===== src/spicmd_pkg.sv =====
// ----------------------------------------------------------------------------
// SPI command master package
// Shared types, codes and reset values of the SPI command handshake master.
// ----------------------------------------------------------------------------
package spicmd_pkg;

    // Protocol bytes on the SPI wire.
    localparam logic [7:0] CODE_STX = 8'h02;
    localparam logic [7:0] CODE_ENQ = 8'h05;
    localparam logic [7:0] CODE_ACK = 8'h06;
    localparam logic [7:0] CHECKSUM_BASE = 8'hFF;

    // Longest read reply or write payload.
    localparam logic [7:0] MAX_LENGTH = 8'd255;

    // Item kinds.
    localparam logic FUNC_START    = 1'b0;
    localparam logic FUNC_EXCHANGE = 1'b1;

    // Completion status codes.
    localparam logic [1:0] STATUS_OK          = 2'd0;
    localparam logic [1:0] STATUS_HS_FAIL     = 2'd1;
    localparam logic [1:0] STATUS_NO_ACK      = 2'd2;
    localparam logic [1:0] STATUS_UNKNOWN_CMD = 2'd3;

    // Configuration register indexes.
    localparam logic [1:0] REG_READ_CODE   = 2'd0;
    localparam logic [1:0] REG_WRITE1_CODE = 2'd1;
    localparam logic [1:0] REG_WRITE2_CODE = 2'd2;
    localparam logic [1:0] REG_TRY_LIMIT   = 2'd3;

    // Configuration reset values.
    localparam logic [7:0]  RST_READ_CODE   = 8'd1;
    localparam logic [7:0]  RST_WRITE1_CODE = 8'd2;
    localparam logic [7:0]  RST_WRITE2_CODE = 8'd3;
    localparam logic [12:0] RST_TRY_LIMIT   = 13'd4096;

    typedef struct packed {
        logic [7:0]  read_code;
        logic [7:0]  write1_code;
        logic [7:0]  write2_code;
        logic [12:0] try_limit;
    } cfg_t;

    typedef struct packed {
        logic       func;
        logic [7:0] command_byte;
        logic [7:0] byte_count;
        logic [7:0] received_byte;
        logic [7:0] payload_byte;
    } item_t;

    typedef struct packed {
        logic       send_valid;
        logic [7:0] send_byte;
        logic       read_valid;
        logic [7:0] read_data;
        logic [7:0] read_index;
        logic       done_res;
        logic [1:0] status;
        logic       checksum_ok;
    } result_t;

endpackage


===== src/spicmd_cfg_regs.sv =====
// ----------------------------------------------------------------------------
// SPI command master configuration registers
// APB-style register file holding command codes and the handshake try limit.
// ----------------------------------------------------------------------------
module spicmd_cfg_regs
(
    input  logic                clk,
    input  logic                rst_n,
    input  logic                psel,
    input  logic                penable,
    input  logic                pwrite,
    input  logic [3:0]          paddr,
    input  logic [31:0]         pwdata,
    output logic [31:0]         prdata,
    output logic                pready,
    output spicmd_pkg::cfg_t    cfg
);
    import spicmd_pkg::*;

    cfg_t       cfg_reg;
    logic       wr_en;
    logic [1:0] reg_index;

    assign pready    = 1'b1;
    assign reg_index = paddr[3:2];
    assign wr_en     = psel && penable && pwrite;
    assign cfg       = cfg_reg;

    // Register writes in the access phase.
    always_ff @(posedge clk or negedge rst_n)
    begin
        if (!rst_n)
        begin
            cfg_reg.read_code   <= RST_READ_CODE;
            cfg_reg.write1_code <= RST_WRITE1_CODE;
            cfg_reg.write2_code <= RST_WRITE2_CODE;
            cfg_reg.try_limit   <= RST_TRY_LIMIT;
        end
        else if (wr_en)
        begin
            case (reg_index)
                REG_READ_CODE:   cfg_reg.read_code   <= pwdata[7:0];
                REG_WRITE1_CODE: cfg_reg.write1_code <= pwdata[7:0];
                REG_WRITE2_CODE: cfg_reg.write2_code <= pwdata[7:0];
                REG_TRY_LIMIT:   cfg_reg.try_limit   <= pwdata[12:0];
                default:         cfg_reg.try_limit   <= cfg_reg.try_limit;
            endcase
        end
    end

    // Read-back multiplexer.
    always_comb
    begin
        case (reg_index)
            REG_READ_CODE:   prdata = {24'd0, cfg_reg.read_code};
            REG_WRITE1_CODE: prdata = {24'd0, cfg_reg.write1_code};
            REG_WRITE2_CODE: prdata = {24'd0, cfg_reg.write2_code};
            REG_TRY_LIMIT:   prdata = {19'd0, cfg_reg.try_limit};
            default:         prdata = 32'd0;
        endcase
    end

endmodule


===== src/spicmd_step.sv =====
// ----------------------------------------------------------------------------
// SPI command master sequencer
// Command state and the single-pass logic that turns one beat into a result.
// ----------------------------------------------------------------------------
module spicmd_step
#(
    parameter logic [7:0] MAX_LEN = spicmd_pkg::MAX_LENGTH
)
(
    input  logic                clk,
    input  logic                rst_n,
    input  logic                fire,
    input  spicmd_pkg::cfg_t    cfg,
    input  spicmd_pkg::item_t   item,
    output spicmd_pkg::result_t res
);
    import spicmd_pkg::*;

    typedef enum logic [2:0] {
        PH_IDLE,
        PH_STX,
        PH_CMD,
        PH_ENQ,
        PH_READ,
        PH_WPAY,
        PH_WENQ
    } phase_t;

    typedef enum logic [1:0] {
        KIND_READ,
        KIND_WRITE,
        KIND_UNKNOWN
    } kind_t;

    phase_t      phase_reg,    phase_next;
    logic [12:0] try_reg,      try_next;
    logic [7:0]  pos_reg,      pos_next;
    logic [7:0]  length_reg,   length_next;
    kind_t       kind_reg,     kind_next;
    logic [7:0]  command_reg,  command_next;
    logic [7:0]  sum_reg,      sum_next;

    logic [8:0]  pos_inc;
    logic [12:0] try_inc;
    logic [7:0]  expect_sum;

    assign pos_inc    = {1'b0, pos_reg} + 9'd1;
    assign try_inc    = try_reg + 13'd1;
    assign expect_sum = CHECKSUM_BASE - sum_reg;

    // Next state and result for the beat in the input register.
    always_comb
    begin
        phase_next   = phase_reg;
        try_next     = try_reg;
        pos_next     = pos_reg;
        length_next  = length_reg;
        kind_next    = kind_reg;
        command_next = command_reg;
        sum_next     = sum_reg;
        res          = '0;

        if (item.func == FUNC_START)
        begin
            if (phase_reg == PH_IDLE)
            begin
                command_next = item.command_byte;
                if (item.command_byte == cfg.read_code)
                begin
                    kind_next = KIND_READ;
                end
                else if (item.command_byte == cfg.write1_code
                         || item.command_byte == cfg.write2_code)
                begin
                    kind_next = KIND_WRITE;
                end
                else
                begin
                    kind_next = KIND_UNKNOWN;
                end
                length_next    = (item.byte_count > MAX_LEN) ? MAX_LEN : item.byte_count;
                try_next       = '0;
                pos_next       = '0;
                sum_next       = '0;
                phase_next     = PH_STX;
                res.send_valid = 1'b1;
                res.send_byte  = CODE_STX;
            end
        end
        else
        begin
            case (phase_reg)
                PH_STX:
                begin
                    phase_next     = PH_CMD;
                    res.send_valid = 1'b1;
                    res.send_byte  = command_reg;
                end
                PH_CMD:
                begin
                    phase_next     = PH_ENQ;
                    res.send_valid = 1'b1;
                    res.send_byte  = CODE_ENQ;
                end
                PH_ENQ:
                begin
                    if (item.received_byte == CODE_ACK)
                    begin
                        pos_next = '0;
                        sum_next = '0;
                        case (kind_reg)
                            KIND_READ:
                            begin
                                if (length_reg == 8'd0)
                                begin
                                    phase_next   = PH_IDLE;
                                    res.done_res = 1'b1;
                                    res.status   = STATUS_OK;
                                end
                                else
                                begin
                                    phase_next     = PH_READ;
                                    res.send_valid = 1'b1;
                                    res.send_byte  = CODE_ENQ;
                                end
                            end
                            KIND_WRITE:
                            begin
                                res.send_valid = 1'b1;
                                if (length_reg == 8'd0)
                                begin
                                    phase_next    = PH_WENQ;
                                    res.send_byte = CODE_ENQ;
                                end
                                else
                                begin
                                    phase_next    = PH_WPAY;
                                    res.send_byte = item.payload_byte;
                                end
                            end
                            default:
                            begin
                                phase_next   = PH_IDLE;
                                res.done_res = 1'b1;
                                res.status   = STATUS_UNKNOWN_CMD;
                            end
                        endcase
                    end
                    else
                    begin
                        try_next = try_inc;
                        if (try_inc >= cfg.try_limit)
                        begin
                            phase_next   = PH_IDLE;
                            res.done_res = 1'b1;
                            res.status   = STATUS_HS_FAIL;
                        end
                        else
                        begin
                            phase_next     = PH_STX;
                            res.send_valid = 1'b1;
                            res.send_byte  = CODE_STX;
                        end
                    end
                end
                PH_READ:
                begin
                    res.read_valid = 1'b1;
                    res.read_data  = item.received_byte;
                    res.read_index = pos_reg;
                    if (pos_inc >= {1'b0, length_reg})
                    begin
                        // Last reply byte carries the checksum.
                        phase_next      = PH_IDLE;
                        res.done_res    = 1'b1;
                        res.status      = STATUS_OK;
                        res.checksum_ok = (item.received_byte == expect_sum);
                    end
                    else
                    begin
                        sum_next       = sum_reg + item.received_byte;
                        pos_next       = pos_inc[7:0];
                        res.send_valid = 1'b1;
                        res.send_byte  = CODE_ENQ;
                    end
                end
                PH_WPAY:
                begin
                    pos_next       = pos_inc[7:0];
                    res.send_valid = 1'b1;
                    if (pos_inc >= {1'b0, length_reg})
                    begin
                        phase_next    = PH_WENQ;
                        res.send_byte = CODE_ENQ;
                    end
                    else
                    begin
                        res.send_byte = item.payload_byte;
                    end
                end
                PH_WENQ:
                begin
                    phase_next   = PH_IDLE;
                    res.done_res = 1'b1;
                    res.status   = (item.received_byte == CODE_ACK) ? STATUS_OK : STATUS_NO_ACK;
                end
                default:
                begin
                    phase_next = PH_IDLE;
                end
            endcase
        end
    end

    // Command state, updated once per beat that moves to the result register.
    always_ff @(posedge clk or negedge rst_n)
    begin
        if (!rst_n)
        begin
            phase_reg   <= PH_IDLE;
            try_reg     <= '0;
            pos_reg     <= '0;
            length_reg  <= '0;
            kind_reg    <= KIND_READ;
            command_reg <= '0;
            sum_reg     <= '0;
        end
        else if (fire)
        begin
            phase_reg   <= phase_next;
            try_reg     <= try_next;
            pos_reg     <= pos_next;
            length_reg  <= length_next;
            kind_reg    <= kind_next;
            command_reg <= command_next;
            sum_reg     <= sum_next;
        end
    end

endmodule


===== src/spi_command_handshake_master.sv =====
// ----------------------------------------------------------------------------
// SPI command handshake master
// Sequences the STX/command/ENQ handshake, read replies and write payloads.
// ----------------------------------------------------------------------------
//
//  Channel  | Handshake            | Beat contents
//  ---------+----------------------+----------------------------------------------
//  in       | in_valid / in_stall  | func, command_byte, byte_count, received_byte,
//           |                      | payload_byte
//  out      | out_valid / out_stall| send_valid, send_byte, read_valid, read_data,
//           |                      | read_index, done_res, status, checksum_ok
//  cfg      | APB psel/penable     | command codes, handshake try limit
//
//  One beat is accepted every cycle while in_stall is low; each gives exactly one
//  result beat, by way of the input register, then the result register.
//  The sequencer state advances when a beat moves from the input register
//  into the result register, so the next beat sees it in the following cycle.
//  Reset puts the sequencer in idle and the registers at their defaults; no
//  clearing pass is needed.
//  A stalled result holds the result register; in_stall rises only when both
//  the input register and the result register are full.
//
module spi_command_handshake_master
#(
    parameter logic [7:0] MAX_LEN = spicmd_pkg::MAX_LENGTH
)
(
    input  logic        clk,
    input  logic        rst_n,
    // Input beats.
    input  logic        in_valid,
    output logic        in_stall,
    input  logic        func,
    input  logic [7:0]  command_byte,
    input  logic [7:0]  byte_count,
    input  logic [7:0]  received_byte,
    input  logic [7:0]  payload_byte,
    // Result beats.
    output logic        out_valid,
    input  logic        out_stall,
    output logic        send_valid,
    output logic [7:0]  send_byte,
    output logic        read_valid,
    output logic [7:0]  read_data,
    output logic [7:0]  read_index,
    output logic        done_res,
    output logic [1:0]  status,
    output logic        checksum_ok,
    // Configuration port.
    input  logic        psel,
    input  logic        penable,
    input  logic        pwrite,
    input  logic [3:0]  paddr,
    input  logic [31:0] pwdata,
    output logic [31:0] prdata,
    output logic        pready
);
    import spicmd_pkg::*;

    cfg_t    cfg;
    item_t   item_reg;
    logic    item_valid_reg;
    result_t step_res;
    result_t res_reg;
    logic    res_valid_reg;
    logic    advance;
    logic    fire;
    logic    in_accept;

    // The result register can take a new beat when empty or being drained.
    assign advance   = !res_valid_reg || !out_stall;
    assign fire      = item_valid_reg && advance;
    assign in_stall  = item_valid_reg && !advance;
    assign in_accept = in_valid && !in_stall;

    spicmd_cfg_regs u_cfg
    (
        .clk     (clk),
        .rst_n   (rst_n),
        .psel    (psel),
        .penable (penable),
        .pwrite  (pwrite),
        .paddr   (paddr),
        .pwdata  (pwdata),
        .prdata  (prdata),
        .pready  (pready),
        .cfg     (cfg)
    );

    spicmd_step
    #(
        .MAX_LEN (MAX_LEN)
    )
    u_step
    (
        .clk   (clk),
        .rst_n (rst_n),
        .fire  (fire),
        .cfg   (cfg),
        .item  (item_reg),
        .res   (step_res)
    );

    // Input register control.
    always_ff @(posedge clk or negedge rst_n)
    begin
        if (!rst_n)
        begin
            item_valid_reg <= 1'b0;
        end
        else if (!in_stall)
        begin
            item_valid_reg <= in_valid;
        end
    end

    // Input register payload.
    always_ff @(posedge clk)
    begin
        if (in_accept)
        begin
            item_reg.func          <= func;
            item_reg.command_byte  <= command_byte;
            item_reg.byte_count    <= byte_count;
            item_reg.received_byte <= received_byte;
            item_reg.payload_byte  <= payload_byte;
        end
    end

    // Result register control.
    always_ff @(posedge clk or negedge rst_n)
    begin
        if (!rst_n)
        begin
            res_valid_reg <= 1'b0;
        end
        else if (advance)
        begin
            res_valid_reg <= item_valid_reg;
        end
    end

    // Result register payload.
    always_ff @(posedge clk)
    begin
        if (fire)
        begin
            res_reg <= step_res;
        end
    end

    assign out_valid   = res_valid_reg;
    assign send_valid  = res_reg.send_valid;
    assign send_byte   = res_reg.send_byte;
    assign read_valid  = res_reg.read_valid;
    assign read_data   = res_reg.read_data;
    assign read_index  = res_reg.read_index;
    assign done_res    = res_reg.done_res;
    assign status      = res_reg.status;
    assign checksum_ok = res_reg.checksum_ok;

endmodule


===== config.mk =====
export PLATFORM = sky130hd
export DESIGN_NAME = spi_command_handshake_master
export DESIGN_NICKNAME = d
export VERILOG_FILES = /design/src/spicmd_pkg.sv /design/src/spicmd_cfg_regs.sv /design/src/spicmd_step.sv /design/src/spi_command_handshake_master.sv
export SDC_FILE = /design/constraint.sdc
export NUM_CORES = 1
export LEC_CHECK = 0
export ABC_AREA = 1
export BUFFER_PORTS_ARGS = -buffer_cell sky130_fd_sc_hd__buf_2
export CORE_AREA = 4 4 181 183
export CTS_CLUSTER_DIAMETER = 80
export DETAILED_ROUTE_END_ITERATION = 10
export DIE_AREA = 0 0 185 187
export GPL_TIMING_DRIVEN = 0
export PLACE_DENSITY_LB_ADDON = 0.3
export SLEW_MARGIN = 10
export SYNTH_ARGS = -nofsm -noshare
export SYNTH_HDL_FRONTEND = slang
export SYNTH_SLANG_ARGS = --single-unit

===== constraint.sdc =====
create_clock -name clk -period 8.5 [get_ports clk]
set_input_delay 1.7 -clock clk [delete_from_list [all_inputs] [get_ports clk]]
set_output_delay 1.7 -clock clk [all_outputs]
set_load 0.1 [all_outputs]

Word level (Yosys, flattened, before mapping)
Index checks and enable logic that the tools add are counted.
{ "word_totals": {"regBits": 152, "inputBits": 76, "wordCells": 128} }
{ "op_classes": {"add_sub_neg": 4, "order_cmp": 3, "n_eq_ne": 23, "mux": 44, "n_bitwise": 1, "reduce_logical": 27} }
{ "ops": {"columns": ["cell", "count"], "rows": [
  ["$pmux 32 s4", 1],
  ["$mux 8", 9],
  ["$mux 9", 6],
  ["$mux 13", 4],
  ["$pmux 9 s5", 1],
  ["$eq 8x8->1", 4],
  ["$mux 3", 9],
  ["$pmux 8 s3", 1],
  ["$pmux 9 s2", 1],
  ["$mux 17", 1],
  ["$pmux 8 s2", 1],
  ["$pmux 3 s5", 1],
  ["$add 13x1->13 const B", 1],
  ["$ge 13x13->1", 1],
  ["$pmux 3 s2", 2],
  ["$reduce_and 2->1", 5],
  ["$reduce_and 5->1", 2],
  ["$add 8x1->9 const B", 1],
  ["$eq 3x3->1 const B", 3],
  ["$ge 9x8->1", 1],
  ["$ne 3x2->1 const B", 3],
  ["$pmux 3 s3", 1],
  ["$add 8x8->8", 1],
  ["$eq 8x3->1 const B", 1],
  ["other kinds (24)", 41]
]} }

Logic depth before layout (Yosys ltp)
{ "depth": {"depth_word": 6, "ltp_mapped": 20} }

Modules after synthesis
Synthesis repeated with hierarchy kept, for this count alone.
{ "unflattened": {"cells_unflattened": 962, "hier_area_um2": 8341.8} }
{ "by_module_without_submodules": {"columns": ["mod", "instances", "cells_each", "area_each_um2", "seq_area_each_um2"], "rows": [
  ["spicmd_step", 1, 639, 4396.7, 1251.2],
  ["spi_command_handshake_master", 1, 75, 1986.9, 1941.9],
  ["spicmd_cfg_regs", 1, 248, 1958.1, 932.1]
]} }

Least setup slack after synthesis
No wires, ideal clock.
{ "synth_path": {"kind": "input port to output port", "start": "input paddr[2]", "end": "output prdata[3]", "arrival_ns": 3.525, "required_ns": 6.800, "slack_ns": 3.275, "cell_stages": 3, "path_buffers": 1, "path_cell_list": "nand2_1 > clkbuf_1 > o2111ai_1"} }
{ "synth_between": {"elab_chain_len": 2} }
{ "synth_lines": {"columns": ["item", "line_no", "rtl"], "rows": [
  ["start: declaration", "spi_command_handshake_master.sv:53", "input logic [3:0] paddr,"],
  ["$eq 2x2->1, or another cell as far along", "spicmd_cfg_regs.sv:54", "case (reg_index)"],
  ["$pmux 32 s4 *", "spicmd_cfg_regs.sv:54", null],
  ["end: declaration", "spi_command_handshake_master.sv:55", "output logic [31:0] prdata,"]
]} }
Mark *: on every way between the ends. The rest lies on a longest branch, timed or not. The select of a mux whose other input is x is not followed.

Worst setup path after layout
{ "layout_path": {"start": "input paddr[3]", "end": "output prdata[4]"} }
Same word-level chain as after synthesis.

==> impl_summary.txt <==
----------------------------------------------------
[Timing]
  RSZ-0062 raised after global routing ... false
  Actual slew at the worst max-slew pin ... 0.703 ns
  Number of slew-limit violations in the final report ... 0
  Part of the cycle the worst path needs ... 57.5%
  Setup tns final ... 0 ns
  Final Skew ... 0.0114 ns
  Fmax ... 205 MHz
  Final setup violation count ... 0
  Crit path time final ... 4.88 ns
  Final Hold Viols ... 0
  Worst slew margin relative to its limit ... 53.0%

[Power]
  Total leakage power ... 4.74 nW
  Worst vdd ir ... 0.163 mV
  Power density over cell area ... 264 nW/um2

[Placed design]
  Placement-stage cell area ... 9430 um2
  Last weighted congestion value of the routability-driven placer ... about 0.86
  HPWL reported at the end of detailed placement ... between 15,000 and 20,000 um
  Post-placement cell count ... 1,478
  Count of input and output buffers ... 99

[Drt]
  Iteration-0 DRC count of the detailed router ... between 400 and 500
  Routed wire per std cell ... 14.1 um
  Overall routed net length ... 21,400 um
  Vias per Instance ... ~4.4
  Antenna Nets Post-Route ... 0
  Number of remaining DRC errors ... 0
  Total number of vias ... 6,592
  Drt first pass iters ... 5

[Worst setup path]
  Destination of the worst register-to-register timing path ... send_byte[0]$_SDFFCE_PN0P_
  Worst-case reg-to-reg path depth ... 17
  Critical Path Source Type ... input pin
  Crit path kind ... in -> out
  Worst-path cell with the longest stage delay ... sky130_fd_sc_hd__nor2_1
  Required time worst endpoint ... about 6.8 ns
  Critical Path End ... prdata[4]
  Critical path data arrival time ... 3.18 ns
  Most numerous cell on the critical path ... sky130_fd_sc_hd__buf_2
  Beginning of the critical path ... paddr[3]
  Worst reg2reg startpoint ... u_step.pos_reg[2]$_DFFE_PN0P_
  Crit path max fanout ... 9
  Type of element capturing the critical path ... output port
  Reg2reg setup slack ... 5.14 ns
  Largest stage delay, worst path ... 0.53 ns
  Chain of cells forming the critical path ... buf_2 -> nor2_1 -> nand2_1 -> o2111ai_1 -> buf_2

[CTS]
  Deepest clock path buffer count ... 2
  Buffer count from post-CTS setup fixing ... 0
  Clock Sinks ... 152
  Buffer type at the clock tree root ... sky130_fd_sc_hd__clkbuf_16
  CTS hold repair buffers ... 0
  Total CTS buffers ... 17
  TritonCTS clock tree ... yes
  Worst skew pair latency ... about 0.43 ns
  Clock-pin slew reported for the worst setup and hold paths after clock tree synthesis ... roughly 0.060 ns
  Htree depth ... 4
  Number of instances resized during post-cts repair ... 0

[Synth]
  Asr flop ratio synth ... between 50% and 60%
  Yosys warning total ... 0
  Portion of the post-synthesis area used by sequential elements ... 49.8%
  Synthesized area per cell ... 8.66 um2
  Number of distinct library cells after synthesis ... 44
  EDFF count, synth ... between 60 and 70
  Cell Area, Synth ... 8280 um2
  Post-Syn Instances ... ~960
  Top_reg_cell synth ... sky130_fd_sc_hd__dfrtp_1
  Yosys reg bits ... 152

[Die]
  Initial core utilization ... 26.5%
  Number of primary I/O pins ... 141
  Std cell rows ... 65
  Die area ... 34,600 um2
  Width of the die ... around 190 um
  Overall die height ... approximately 190 um
  Floorplan core area ... roughly 31,000 um2

[Flow run]
  Count of maximum capacitance violations ... 0

[Final layout]
  Final layout net count ... 1,202
  Post-synthesis to final-layout area growth ... 21.0%
  Post-layout instance area ... about 10,000 um2
  Total inserted antenna cells ... 0
  Commonest cells after routing, fill and taps aside ... sky130_fd_sc_hd__nand2_1 (234), sky130_fd_sc_hd__inv_1 (130), sky130_fd_sc_hd__buf_2 (100), sky130_fd_sc_hd__dfrtp_1 (84), sky130_fd_sc_hd__nor2_1 (80)
  Non-filler cells in the finished layout ... 1,510
  Ratio of cells with drive above 1 in the final layout ... 19.6%
  Number of flip-flops in the largest register ... 37
  Most frequent standard cell in the layout excluding fill and tap cells ... sky130_fd_sc_hd__nand2_1

[Hold path]
  Worst min path class ... reg -> reg
  Critical hold path startpoint ... item_reg[18]$_DFFE_PP_

[Global route]
  Global-route wire length before repair ... around 34,000 um
  Antenna violations before repair ... 0
  Total routing resource utilization after global routing ... 12.5%
  Largest net degree at the start of global routing ... 56
  Vias in the first global route ... 6,538
  GRT Residual Overflow ... 0

[Status]
  Result of the run ... finished clean

----------------------------------------------------
[cells by family (layout without fill, tap and decap cells)]
family / count (synthesis) / after routing / share of synthesized area (%)
AO/OA/AOI/OAI: 125 / 125 / 9.46
XOR/XNOR: 33 / 33 / 3.49
other: 2 / 20 / 0.0907
buffers and inverters: 177 / 311 / 9.32
flip-flops: 152 / 152 / 49.8
AND/OR/NAND/NOR: 436 / 436 / 23.0
adder cells (fa/ha/maj): 31 / 31 / 4.78
[critical path: cells and delay by family]
family / cells / cell delay [ns]
compound gates: 1 / 0.21
buf+inv: 2 / 0.62
simple gates: 2 / 0.65
[power by group]
group / switching [W] / total [W] / leakage, nW / internal (W)
clock network: 0.000311 / 0.000745 / 0.285 / 0.000434
logic: 0.000654 / 0.000905 / 2.71 / 0.000250
registers: 0.0000875 / 0.000998 / 1.75 / 0.000910
total: 0.00105 / 0.00265 / 4.74 / 0.00159
[layout make-up]
cell class	instances	area (um2)
Buffer	38	250
Clock buffer	23	522
Clock inverter	9	62.6
Fill cell	3312	21200
Inverter	139	522
Multi-Input combinational cell	645	3460
Sequential cell	152	4130
Tap cell	402	503
Timing Repair Buffer	102	573
[how the worst min path moves through the flow]
stage / to / slack, ns / cells past startpoint
2_1_floorplan: u_step.length_reg[0]$_DFFE_PN0P_ / 0.43 / 2
3_3_place_gp: u_step.length_reg[2]$_DFFE_PN0P_ / 0.44 / 2
3_5_place_dp: u_step.length_reg[2]$_DFFE_PN0P_ / 0.45 / 2
4_1_cts: u_step.length_reg[2]$_DFFE_PN0P_ / 0.46 / 2
5_1_grt: u_step.length_reg[0]$_DFFE_PN0P_ / 0.49 / 2
6_report: u_step.length_reg[2]$_DFFE_PN0P_ / 0.46 / 2
[metrics by stage]
step / setup slack (ns) / hold slack [ns] / util [%] / power [W]
2_1_floorplan: 3.28 / 0.430 / - / 0.00170
3_3_place_gp: 3.01 / 0.441 / 29.9 / 0.00190
3_5_place_dp: 3.65 / 0.445 / 30.2 / 0.00192
4_1_cts: 3.65 / 0.460 / 32.1 / 0.00267
5_1_grt: 3.49 / 0.486 / 32.1 / 0.00281
6_report: 3.62 / 0.458 / 32.1 / 0.00265
[synthesized netlist by cell type (all sizes together), types with 3 or more instances]
cell type	count	area [um2]
or2	4	25.0
o22ai	8	100
ha	30	375
xor2	17	149
o21ai	76	418
dfrtp	84	2100
nor2	89	364
a21oi	25	136
inv	138	518
xnor2	16	140
nor4	6	37.5
edfxtp	63	1890
buf	27	209
clkbuf	11	41.3
dfstp	5	131
nand3	51	268
nor3	9	61.3
o2111ai	7	61.3
nand4	28	175
nand2	244	941
nand3b	3	22.5
[layer usage]
metal,part of all wire [%],global-route usage (%)
met3,4.6,2.53
met2,47,20.7
met1,47,16.8
met4,1.2,3.13
met5,0,0
Note: power is estimated with default switching activity, not from simulation.
